===== src/jsle_pkg.sv =====
package jsle_pkg;

    localparam int MAX_OUT = 9;
    localparam int CNT_W   = 4;

    localparam logic [7:0] CH_QUOTE  = 8'h22;
    localparam logic [7:0] CH_BSLASH = 8'h5C;
    localparam logic [7:0] CH_NL     = 8'h0A;
    localparam logic [7:0] CH_CR     = 8'h0D;
    localparam logic [7:0] CH_TAB    = 8'h09;
    localparam logic [7:0] CH_N      = 8'h6E;
    localparam logic [7:0] CH_R      = 8'h72;
    localparam logic [7:0] CH_T      = 8'h74;
    localparam logic [7:0] CH_U      = 8'h75;
    localparam logic [7:0] CH_0      = 8'h30;
    localparam logic [7:0] CH_2      = 8'h32;
    localparam logic [7:0] CH_8      = 8'h38;
    localparam logic [7:0] CH_9      = 8'h39;
    localparam logic [7:0] LEAD_E2   = 8'hE2;
    localparam logic [7:0] MID_80    = 8'h80;
    localparam logic [7:0] TAIL_A8   = 8'hA8;
    localparam logic [7:0] TAIL_A9   = 8'hA9;
    localparam logic [7:0] CTRL_TOP  = 8'h20;

    localparam logic [1:0] HELD_NONE = 2'd0;
    localparam logic [1:0] HELD_E2   = 2'd1;
    localparam logic [1:0] HELD_E280 = 2'd2;

    typedef struct packed {
        logic [MAX_OUT-1:0][7:0] chars;
        logic [CNT_W-1:0]        count;
        logic                    closes;
        logic [1:0]              held_next;
        logic                    open_next;
    } step_result_t;

    function automatic logic [7:0] hex_digit(input logic [3:0] nib);
        logic [7:0] d;
        if (nib < 4'd10)
            d = CH_0 + {4'd0, nib};
        else
            d = 8'h41 + {4'd0, nib - 4'd10};
        return d;
    endfunction

endpackage


===== src/jsle_step.sv =====
module jsle_step
    import jsle_pkg::*;
(
    input  logic [7:0]   data_byte,
    input  logic         has_byte,
    input  logic         end_of_string,
    input  logic [1:0]   held_count,
    input  logic         literal_open,
    output step_result_t result
);

    logic [MAX_OUT-1:0][7:0] chars;
    logic [CNT_W-1:0]        n;
    logic [1:0]              held;
    logic                    fresh;
    logic                    open_q;

    always_comb
    begin
        chars  = '0;
        n      = '0;
        held   = (held_count == 2'd3) ? HELD_NONE : held_count;
        fresh  = 1'b0;
        open_q = literal_open;

        if (has_byte || end_of_string)
        begin
            if (!open_q)
            begin
                held = HELD_NONE;
                chars[n[3:0]] = CH_QUOTE;
                n = n + 1'b1;
                open_q = 1'b1;
            end

            if (has_byte)
            begin
                // resolve a pending E2 / E2 80 prefix against this byte
                if (held == HELD_E2)
                begin
                    if (data_byte == MID_80)
                        held = HELD_E280;
                    else
                    begin
                        chars[n] = LEAD_E2;
                        n = n + 1'b1;
                        held = HELD_NONE;
                        fresh = 1'b1;
                    end
                end
                else if (held == HELD_E280)
                begin
                    if (data_byte == TAIL_A8 || data_byte == TAIL_A9)
                    begin
                        chars[n] = CH_BSLASH; n = n + 1'b1;
                        chars[n] = CH_U;      n = n + 1'b1;
                        chars[n] = CH_2;      n = n + 1'b1;
                        chars[n] = CH_0;      n = n + 1'b1;
                        chars[n] = CH_2;      n = n + 1'b1;
                        chars[n] = (data_byte == TAIL_A8) ? CH_8 : CH_9;
                        n = n + 1'b1;
                        held = HELD_NONE;
                    end
                    else
                    begin
                        chars[n] = LEAD_E2; n = n + 1'b1;
                        chars[n] = MID_80;  n = n + 1'b1;
                        held = HELD_NONE;
                        fresh = 1'b1;
                    end
                end
                else
                    fresh = 1'b1;

                if (fresh)
                begin
                    if (data_byte == LEAD_E2)
                        held = HELD_E2;
                    else if (data_byte == CH_QUOTE || data_byte == CH_BSLASH
                             || data_byte == CH_NL || data_byte == CH_CR
                             || data_byte == CH_TAB)
                    begin
                        chars[n] = CH_BSLASH;
                        n = n + 1'b1;
                        case (data_byte)
                            CH_NL:   chars[n] = CH_N;
                            CH_CR:   chars[n] = CH_R;
                            CH_TAB:  chars[n] = CH_T;
                            default: chars[n] = data_byte;
                        endcase
                        n = n + 1'b1;
                    end
                    else if (data_byte < CTRL_TOP)
                    begin
                        chars[n] = CH_BSLASH; n = n + 1'b1;
                        chars[n] = CH_U;      n = n + 1'b1;
                        chars[n] = CH_0;      n = n + 1'b1;
                        chars[n] = CH_0;      n = n + 1'b1;
                        chars[n] = hex_digit(data_byte[7:4]); n = n + 1'b1;
                        chars[n] = hex_digit(data_byte[3:0]); n = n + 1'b1;
                    end
                    else
                    begin
                        chars[n] = data_byte;
                        n = n + 1'b1;
                    end
                end
            end

            if (end_of_string)
            begin
                // flush whatever prefix is still held, then close
                if (held == HELD_E2 || held == HELD_E280)
                begin
                    chars[n] = LEAD_E2;
                    n = n + 1'b1;
                end
                if (held == HELD_E280)
                begin
                    chars[n] = MID_80;
                    n = n + 1'b1;
                end
                chars[n] = CH_QUOTE;
                n = n + 1'b1;
                held = HELD_NONE;
                open_q = 1'b0;
            end
        end

        result.chars     = chars;
        result.count     = n;
        result.closes    = end_of_string;
        result.held_next = held;
        result.open_next = open_q;
    end

endmodule


===== src/js_string_literal_escaper.sv =====
// JavaScript string literal escaper.
//
// Input channel (in_valid/in_ready): one item per transfer, carrying
// data_byte, has_byte and end_of_string. An item with has_byte 0 and
// end_of_string 0 is consumed without effect.
// Output channel (out_valid/out_ready): one literal byte per transfer on
// out_char; out_last marks the closing quote.
//
// Each accepted item is escaped combinationally and loaded into a result
// buffer of up to nine bytes, which drains one byte per cycle while
// out_ready is high. The first byte of an item appears in the cycle after
// its transfer. A new item is accepted in the same cycle the last byte of
// the previous one is taken, so plain bytes stream at one per cycle unless
// the receiver stalls; a longer item holds the output until it is drained.
//
// Reset empties the buffer and clears the held E2/E2 80 prefix and the open flag.
// When the receiver stalls, the current byte holds and in_ready drops
// once the buffer cannot be emptied in this cycle.
module js_string_literal_escaper
    import jsle_pkg::*;
(
    input  logic       clk,
    input  logic       rst_n,
    input  logic       in_valid,
    output logic       in_ready,
    input  logic [7:0] data_byte,
    input  logic       has_byte,
    input  logic       end_of_string,
    output logic       out_valid,
    input  logic       out_ready,
    output logic [7:0] out_char,
    output logic       out_last
);

    step_result_t            step;
    logic [MAX_OUT-1:0][7:0] chars_reg;
    logic [CNT_W-1:0]        count_reg;
    logic [CNT_W-1:0]        idx_reg;
    logic [CNT_W-1:0]        idx_next;
    logic                    closes_reg;
    logic [1:0]              held_reg;
    logic                    open_reg;
    logic                    at_tail;
    logic                    in_xfer;
    logic                    out_xfer;

    jsle_step u_step (
        .data_byte     (data_byte),
        .has_byte      (has_byte),
        .end_of_string (end_of_string),
        .held_count    (held_reg),
        .literal_open  (open_reg),
        .result        (step)
    );

    assign out_valid = idx_reg < count_reg;
    assign at_tail   = (idx_reg == count_reg - 1'b1);
    assign out_char  = chars_reg[idx_reg];
    assign out_last  = closes_reg && at_tail;
    assign out_xfer  = out_valid && out_ready;

    // Accept when the buffer is empty or its final byte leaves now.
    assign in_ready  = !out_valid || (out_ready && at_tail);
    assign in_xfer   = in_valid && in_ready;
    assign idx_next  = idx_reg + 1'b1;

    always_ff @(posedge clk or negedge rst_n)
    begin
        if (!rst_n)
        begin
            count_reg  <= '0;
            idx_reg    <= '0;
            closes_reg <= 1'b0;
            held_reg   <= HELD_NONE;
            open_reg   <= 1'b0;
        end
        else if (in_xfer)
        begin
            count_reg  <= step.count;
            idx_reg    <= '0;
            closes_reg <= step.closes;
            held_reg   <= step.held_next;
            open_reg   <= step.open_next;
        end
        else if (out_xfer)
        begin
            idx_reg <= idx_next;
        end
    end

    // Payload buffer: load on transfer, no reset needed.
    always_ff @(posedge clk)
    begin
        if (in_xfer)
            chars_reg <= step.chars;
    end

endmodule


===== config.mk =====
export PLATFORM = sky130hd
export DESIGN_NAME = js_string_literal_escaper
export DESIGN_NICKNAME = d
export VERILOG_FILES = /design/src/jsle_pkg.sv /design/src/jsle_step.sv /design/src/js_string_literal_escaper.sv
export SDC_FILE = /design/constraint.sdc
export NUM_CORES = 1
export LEC_CHECK = 0
export BUFFER_PORTS_ARGS = -buffer_cell sky130_fd_sc_hd__buf_2
export CAP_MARGIN = 10
export CORE_MARGIN = 10
export CORE_UTILIZATION = 35
export DETAILED_ROUTE_END_ITERATION = 8
export PLACE_DENSITY = 0.52
export SLEW_MARGIN = 5
export SYNTH_ARGS = -nofsm -noshare
export SYNTH_HDL_FRONTEND = slang
export SYNTH_HIERARCHICAL = 1
export SYNTH_SLANG_ARGS = --single-unit

===== constraint.sdc =====
create_clock -name clk -period 5.7 [get_ports clk]
set_input_delay 1.14 -clock clk [delete_from_list [all_inputs] [get_ports clk]]
set_output_delay 1.14 -clock clk [all_outputs]
set_load 0.1 [all_outputs]

* After elaboration in Yosys (flattened, before gate mapping)
Cells that the tools add are included.
Widths: inputs -> output; s select.
** Word-level totals
- Output and inout bits :: 11
- Bits in registers :: 84
** Cells by class
- Add/sub/neg operators :: 23
- Equality and inequality tests :: 15
- Bitwise logic cells :: 51
- Magnitude comparators :: 35
- Reductions and logical operators :: 30
- Muxes and demuxes :: 117
** Operators with widths (number)
- $mux 72 :: 19
- $demux 8 s4 :: 15
- $bwmux 72 :: 5
- $mux 8 :: 31
- $and 54x54->54 :: 4
- $not 36->36 :: 6
- $not 54->54 :: 4
- $pmux 72 s3 :: 1
- $and 36x36->36 :: 4
- $or 36x36->36 :: 4
- $or 45x45->45 :: 3
- $and 63x63->63 :: 2
- $not 63->63 :: 2
- $mux 4 :: 23
- $and 45x45->45 :: 2
- $not 45->45 :: 2
- $and 27x27->27 :: 3
- $not 27->27 :: 3
- $lt 4x5->1 const B :: 16
- $and 4x36->36 :: 2
- $or 18x18->18 :: 4
- $or 4x36->36 :: 2
- $add 4x1->4 const B :: 16
- $ge 4x1->1 const B :: 15
- 25 further kinds :: 83

* Depth between registers and ports, before layout
Gate-level depths: netlist (run 1).
- Depth in word-level cells :: 40
- Gate-level depth with buffers :: 28

* Modules after synthesis
The synthesis (run 1) kept the hierarchy.
** By module, submodules not included
- jsle_step :: area an instance 7493.4 µm², cells an instance 1206, seq. area each 0.0 µm², times used 1
- js_string_literal_escaper :: area an instance 3477.1 µm², cells an instance 190, seq. area each 2462.4 µm², times used 1

* Worst setup path before layout (run 1)
Ideal clock, no wire load.
- Path type :: input port to flip-flop
- Start point :: input data_byte[4]
- End point :: register chars_reg[48] (netlist bit) (data pin)
- Data arrival time :: 6.546 ns
- Setup slack :: -1.115 ns
- Stages on the path :: 24
- Required time :: 5.431 ns
- Cell sequence :: clkbuf_1 > inv_1 > ha_1 > nand3b_4 > nor3_1 > inv_1 > ha_1 > nor2_4 > o211a_1 > buf_2 > inv_2 > buf_2 > ha_1 > ha_1 > buf_2 > xor2_2 > nand3_1 > mux2i_2 > mux2i_4 > mux2i_4 > nor3_1 > or4_1 > nand4_1 > o21ai_0
** On the way
- Longest elaborated chain between the ends :: 34
** Ends and longest elaborated chain
- from (decl) :: line js_string_literal_escaper.sv:26 : input logic [7:0] data_byte,
- $eq 8x8->1 (on tied branches) :: line jsle_step.sv:53, jsle_step.sv:60
- $logic_or 1x1->1 :: line jsle_step.sv:53 : if (data_byte == TAIL_A8 || data_byte == TAIL_A9)
- $mux 4 :: line jsle_step.sv:53
- $mux 4 :: line jsle_step.sv:51 : else if (held == HELD_E280)
- $mux 4 :: line jsle_step.sv:39 : if (held == HELD_E2)
- $mux 4 :: line jsle_step.sv:36 : if (has_byte)
- $mux 4 :: line jsle_step.sv:26 : if (has_byte || end_of_string)
- $add 4x1->4 (tied with other cells) :: line jsle_step.sv:84, jsle_step.sv:95, jsle_step.sv:105
- [18 not listed]
- $mux 4 (tied with other cells) :: line jsle_step.sv:26
- $lt 4x5->1 (implied by the code) (tied with other cells) :: line jsle_step.sv:123 : chars[n] = CH_QUOTE;
- $logic_and 1x1->1 (implied by the code) / $and 63x63->63 (equally long branches)
- $mux 8 (implied by the code) / $mux 72 (equally long branches) :: line jsle_step.sv:123, jsle_step.sv:118
- $demux 8 s4 / $mux 72 (equally long branches)
- $not 54->54 (no line) / $mux 72 (equally long branches)
- $and 54x54->54 (no line)
- $mux 72 (*) :: line jsle_step.sv:110 : if (end_of_string)
- to (signal assigned) :: line js_string_literal_escaper.sv:95 : chars_reg <= step.chars;
- to (decl) :: line js_string_literal_escaper.sv:36 : logic [MAX_OUT-1:0][7:0] chars_reg;
Every way passes the cells marked *; elsewhere a longest branch is shown, timed or not. The select of a mux whose other input is x is not followed.
A chain may end at the register's enable or synchronous reset.

* Final worst setup path (run 1)
- Start point :: input data_byte[1]
- End point :: register chars_reg[2] (netlist bit) (data pin)
** On the way
- Longest elaborated chain between the ends :: 34
** Ends and longest elaborated chain (line)
- $eq 8x8->1 :: jsle_step.sv:53
- $logic_or 1x1->1 :: jsle_step.sv:53
- $mux 4 :: jsle_step.sv:53
- $mux 4 :: jsle_step.sv:51
- $mux 4 :: jsle_step.sv:39
- $mux 4 :: jsle_step.sv:36
- $mux 4 :: jsle_step.sv:26
- $add 4x1->4 :: jsle_step.sv:84, jsle_step.sv:95, jsle_step.sv:105
- [18 not listed]
- $mux 4 (tied with other cells) :: jsle_step.sv:26
- $lt 4x5->1 (implied by the code) (tied with other cells) :: jsle_step.sv:123
- $logic_and 1x1->1 (implied by the code) / $and 63x63->63 (equally long branches)
- $mux 8 (implied by the code) / $mux 72 (equally long branches) :: jsle_step.sv:123, jsle_step.sv:118
- $demux 8 s4 / $mux 72 (equally long branches)
- $not 54->54 (no line) / $mux 72 (equally long branches)
- $and 54x54->54 (no line)
- $mux 72 (*) :: jsle_step.sv:110
Marked as above.

==> results.yml, run 1 <==
clock_network:
  path_clk_slew_ns: 0.06
  clockBufferDepth: 2
  cts.sinks: 84
  numCtsBuffers: 9
  clk_latency_ns: 0.35
  htree_levels: 3
  cts_tree: "built"
  root_buffer: "clkbuf_16"
critical_path:
  reg2reg_to: "chars_reg[42]"
  r2r_cells: 21
  cp.required_ns: 5.79
  cp_common_cell: "ha_4"
  startpoint_type: "input pin"
  r2r_setup_slack_ns: 1.10
  crit_chain: "buf_2 -> clkinvlp_4 -> ha_4 -> and3b_2 -> nand3_2 -> ha_1 -> nand3b_1 -> o211a_4 -> inv_6 -> ha_4 -> ha_4 -> xor2_4 -> nand3_4 -> mux2i_4 -> mux2i_4 -> mux2_4 -> nand2_2 -> a211oi_1 -> o21a_1 -> nor4_1"
  crit_arrival_ns: 5.60
  critPathMaxStageDelay_ns: 0.45
  startpoint: "data_byte[1]"
  crit_type: "in2reg"
  endpoint_kind: "flop"
  r2r-start: "held_reg[0]"
  slowest_stage: "nor4_1"
  critPathMaxFanout: 11
yosys:
  synth_edf_count: 72
  synth_seq_area_share_pct: 22.4
  synthCells: 1396
  yosys.area.top_type_share_pct: 19.7
  synth.avg_cell_area_sq_um: 7.86
  synth.cells.most_frequent: "nand2_1 (142), a21oi_1 (119), nor2_1 (108), o21ai_0 (102), clkbuf_1 (81)"
  async_reset_ff_share_pct: 14.3
  synth-main-ff-cell: "edfxtp_1"
  synthDistinctLibCells: 118
  post-synth-top-count-cell: "nand2_1"
  synth_top_area_cell: "edfxtp_1"
  synth_seq_cells: 84
  netlist_area_sq_mm: 0.0110
  synth_area_leaders: "edfxtp_1 (20%), ha_1 (5.5%), a21oi_1 (5.4%), nand2_1 (4.9%), o21ai_0 (4.7%)"
  yosysWarnings: 6
  syn_nets: 1458
worst_hold_path:
  min_from: "closes_reg"
  whs_endpoint: "closes_reg"
  whs_path_depth: 1
  hold_class: "reg2reg"
power:
  irDropWorstVdd_mv: 0.472
  p_leak_uw: 0.00550
  p_per_area_mw_per_mm2: 395
floorplan:
  die_h_um: 197
  die_area_sq_mm: 0.0388
  die_w_um: 197
  fp-row-count: 64
  ios: 25
  start_util_pct: 35.7
  core_sq_mm: 0.0307
sta:
  worst_pin_slew_ns: 1.31
  slew_headroom_pct: 11.8
  clock_skew_ns: 0.0160
  final-setup-viol-count: 0
  final-hold-violation-count: 0
  holdWs_ns: 0.499
  fin_crit_ns: 5.51
  finalCritPeriodShare_pct: 96.7
  timing.fmax_ghz: 0.181
  timing.final.ws_setup_ns: 0.189
  slew_violations: 0
place:
  pre_cts_slack_ns: -0.413
  port_buffers: 24
  dp_hpwl_um: 48400
  dp.cells: 1998
  place.gp.congestion: 1.09
layout:
  syn2layout_area_growth_pct: 29.8
  largest_register_ffs: 72
  fin_cells: 2019
  final_nets: 1680
  drive_above_1_share_pct: 30.7
job:
  drv_cap: 0
global_route:
  track_usage_pct: 31.1
  overflow: 0
  grt_pass1_vias: 12400
  grt_max_degree: 81
  grt_antenna_before_repair: 0
  grt_first_pass_wirelength_um: 88800
route:
  drt-total-wl_um: 62000
  wl_per_cell_um: 30.7
  viasPerCell: 6.68
  ant_nets: 0
  firstDrtPassIters: 5
  drc: 0
  initialDrtViolationCount: 1855
  vias: 13500
outcome:
  outcome: "finished clean"
-- layout make-up --
class	count	area [sq um]
clock buffer	11	233
antenna	1	2.50
tap	396	495
multi-input combinational	1152	8320
clock inverter	4	27.5
fill	3096	16500
inverter	44	183
timing repair buffer	327	2520
sequential	84	2460
-- worst max path at each step --
stage | endpoint | slack, ns | cells past startpoint
floorplan | chars_reg[31] | -0.13 | 24
global placement | chars_reg[40] | -0.36 | 21
detailed placement | chars_reg[40] | -0.41 | 21
CTS | chars_reg[3] | 0.02 | 20
global route | chars_reg[60] | -0.01 | 26
finish | chars_reg[2] | 0.19 | 20
-- per-stage QoR --
step | area (sq um) | utilization (%) | setup TNS [ns] | power, uW
floorplan | 11400 | - | -2.32 | 3580
global placement | 13800 | 45.0 | -8.86 | 5000
detailed placement | 13800 | 45.0 | -15.24 | 5000
CTS | 14100 | 45.9 | 0 | 5540
global route | 14200 | 46.3 | -0.0197 | 5880
finish | 14200 | 46.3 | 0 | 5630
-- layer usage --
metal  part of all wire, %  vias to the layer above  global-route usage [%]
met5                     0                        -                       0
li1                      -                     5854                       -
met2                    41                      907                    44.3
met4                   5.4                        0                    14.1
met3                    11                      162                    6.56
met1                    43                     6555                    43.9
-- power breakdown --
part           switching [uW]  internal (uW)  leakage, uW
Combinational            2470           1400      0.00454
Sequential                158           1060     0.000846
Clock                     241            292     0.000118
-- cell usage in the layout (no fill, tap or decap), types with 13 or more instances in the layout --
cell type and n:
nor2b_1 13, edfxtp_1 72, nor4_1 26, a31oi_1 30, nand4_1 20, o211ai_1 25
nor3_1 39, nand3_1 57, a211oi_1 28, xnor2_1 14, nand2_1 140, and3_1 17
a21oi_1 116, buf_4 293, inv_1 31, buf_2 24, o21ai_0 99, mux4_2 16
nor2_1 102, and2_1 17, a221oi_1 15, o221ai_1 13, o22ai_1 20, ha_1 35
-- what timing repair did --
item,in CTS,in global routing
hold buffers,0,0
buffers inserted,0,5
endpoints found under the setup margin,1,74
pin swaps,0,6
resized for setup,1,17
-- critical path, delay by kind of cell --
kind | cells | cell delay, ns
buffers and inverters | 3 | 0.28
XOR/XNOR | 1 | 0.23
multiplexers | 3 | 1.04
AO/OA/AOI/OAI | 3 | 0.66
adder cells (fa/ha/maj) | 4 | 0.98
AND/OR/NAND/NOR | 6 | 1.25
-- kinds of logic (layout without fill, tap and decap cells) --
logic type	Yosys count	count (layout)	synth area share, %
buffers and inverters	160	386	5.98
AND/OR/NAND/NOR	526	526	24.9
adder cells (fa/ha/maj)	48	48	5.47
other	0	1	0
multiplexers	44	44	6.33
AO/OA/AOI/OAI	509	509	32.5
flip-flops	84	84	22.4
XOR/XNOR	25	25	2.41
Power figures use the tool's default switching activity.
==> inputs of run 2 (changes only) <==
--- a/config.mk
+++ b/config.mk
@@ -5,6 +5,7 @@
 export SDC_FILE = /design/constraint.sdc
 export NUM_CORES = 1
 export LEC_CHECK = 0
+export ABC_AREA = 1
 export BUFFER_PORTS_ARGS = -buffer_cell sky130_fd_sc_hd__buf_2
 export CAP_MARGIN = 10
 export CORE_MARGIN = 10
@@ -16,3 +17,4 @@
 export SYNTH_HDL_FRONTEND = slang
 export SYNTH_HIERARCHICAL = 1
 export SYNTH_SLANG_ARGS = --single-unit
+export TNS_END_PERCENT = 50
==> results.yml, run 2 <==
route:
  firstDrtPassIters: 7
  ant_nets: 0
  drt-total-wl_um: 57900
  drc: 0
  vias: 13900
  wl_per_cell_um: 24.8
  viasPerCell: 5.95
  initialDrtViolationCount: 2001
place:
  port_buffers: 24
  dp_hpwl_um: 45700
  dp.cells: 2312
  place.gp.congestion: 1.06
clock_network:
  root_buffer: "clkbuf_16"
  path_clk_slew_ns: 0.06
  numCtsBuffers: 9
  htree_levels: 3
  clockBufferDepth: 2
  cts.sinks: 84
  cts_tree: "built"
  cts_hold_buf: 0
  clk_latency_ns: 0.36
sta:
  final-hold-violation-count: 0
  final-setup-viol-count: 0
  slew_violations: 0
  slew_headroom_pct: 15.7
  worst_pin_slew_ns: 1.25
  finalCritPeriodShare_pct: 94.4
  clock_skew_ns: 0.0183
  fin_crit_ns: 5.38
  timing.fmax_ghz: 0.186
  rsz0062_at_grt: "false"
floorplan:
  ios: 25
  fp-row-count: 64
  start_util_pct: 35.6
  core_sq_mm: 0.0307
  die_w_um: 197
  die_area_sq_mm: 0.0387
  die_h_um: 197
critical_path:
  critPathMaxFanout: 15
  crit_buf_inv: 9
  startpoint_type: "input pin"
  slowest_stage: "buf_4"
  crit_family: "simple AND/OR/NAND/NOR gates"
  crit_arrival_ns: 5.48
  critPathMaxStageDelay_ns: 0.28
  crit_type: "in2reg"
  endpoint_kind: "flop"
  cp.required_ns: 5.80
power:
  irDropWorstVdd_mv: 0.595
  p_per_area_mw_per_mm2: 480
  p_leak_uw: 0.00639
yosys:
  synth.avg_cell_area_sq_um: 6.12
  synth_top_area_cell: "edfxtp_1"
  yosys.area.top_type_share_pct: 19.8
  syn_nets: 1850
  synth_area_leaders: "edfxtp_1 (20%), nand2_1 (16%), o21ai_0 (9.1%), nand3_1 (8.4%), nor2_1 (6.4%)"
  synth_seq_cells: 84
  synth_edf_count: 72
  post-synth-top-count-cell: "nand2_1"
  synth.cells.most_frequent: "nand2_1 (453), o21ai_0 (198), nor2_1 (187), nand3_1 (184), inv_1 (178)"
  synth_seq_area_share_pct: 22.5
  netlist_area_sq_mm: 0.0109
  synthDistinctLibCells: 55
  yosysWarnings: 6
  async_reset_ff_share_pct: 14.3
  synthCells: 1788
  synth-main-ff-cell: "edfxtp_1"
global_route:
  grt_max_degree: 79
  grt_pass1_vias: 12700
  track_usage_pct: 29.2
  overflow: 0
  grt_antenna_before_repair: 0
  grt_first_pass_wirelength_um: 84500
outcome:
  outcome: "finished clean"
layout:
  fillCellCount: 3446
  most-common-layout-cells: "nand2_1 (450), o21ai_0 (198), nor2_1 (184)"
  syn2layout_area_growth_pct: 18.9
  largest_register_ffs: 72
  final_nets: 1992
  fin_cells: 2331
  layout_commonest_cell: "nand2_1"
  drive_above_1_share_pct: 18.0
  fin_util_pct: 42.3
  n_antenna_cell: 0
worst_hold_path:
  hold_class: "reg2reg"
job:
  drv_cap: 0
[run 2: cell types whose count changed after synthesis, moves of 26 or more]
cell,delta
nand2_1,+311
inv_1,+141
nand3_1,+124
o21ai_0,+96
nor2_1,+79
o211ai_1,+35
clkbuf_1,-34
a21oi_1,-31
nor4_1,-29
nor3_1,-28
inv_2,+26
[run 2: metal layers]
layer,GRT usage (%),routed length [um],vias to the layer above
met2,41.4,23100,808
met4,15.2,3660,0
met5,0,0,-
met3,5.33,6210,156
li1,-,-,6355
met1,41.1,24900,6552
[run 2: repair_timing]
| item | CTS | global route |
|---|---|---|
| gates resized for setup | 0 | 23 |
| endpoints found under the setup margin | 0 | 59 |
| setup buffers | 0 | 2 |
[run 2: power breakdown]
part,switching [uW],internal (uW)
registers,179,1080
clock network,283,348
logic,3170,1190
[run 2: final timing paths]
path,from,end,slack [ns],cells past startpoint
max,data_byte[1],chars_reg[51],0.32,30
min,closes_reg,closes_reg,0.54,2
max reg2reg,open_reg,chars_reg[51],1.13,25
min reg2reg,closes_reg,closes_reg,0.54,2
max in group asynchronous,rst_n,closes_reg,4.72,1
min in group asynchronous,rst_n,idx_reg[0],0.68,1
[run 2: through the flow]
step	worst slack (ns)	TNS (ns)	hold WS (ns)	area, sq um	total power (uW)
after floorplan	0.00940	0	0.441	11000	4040
after global placement	-0.0666	-0.424	0.506	12600	5490
after detailed placement	-0.162	-1.69	0.509	12600	5510
after CTS	0.185	0	0.526	12900	6150
after global routing	0.00905	0	0.569	13000	6670
final	0.319	0	0.541	13000	6250
[run 2: tightest hold or removal path, stage by stage, from the launching register on]
cell	delay (ns)
dfrtp_1	0.38
nand2_1	0.07
nand2_1	0.06
[run 2: final cells by class]
| type | instances | area [sq um] | share of cell area [%] |
|---|---|---|---|
| multi-input combinational | 1409 | 7400 | 56.9 |
| sequential | 84 | 2460 | 18.9 |
| timing repair buffer | 208 | 1520 | 11.7 |
| inverter | 218 | 830 | 6.37 |
| tap | 396 | 495 | 3.81 |
| clock buffer | 9 | 225 | 1.73 |
| clock inverter | 7 | 81.3 | 0.625 |
[run 2: cell families (layout without fill, tap and decap cells)]
family                     Yosys count  count (layout)  share of synthesized area, %
AOI/OAI and AO/OA                  429             429                          22.9
DFF                                 84              84                          22.5
xor gates and xnor gates             7               7                         0.560
buffers and inverters              296             442                          10.9
adders and majority gates           48              48                          5.49
and+or+nand+nor                    924             925                          37.7
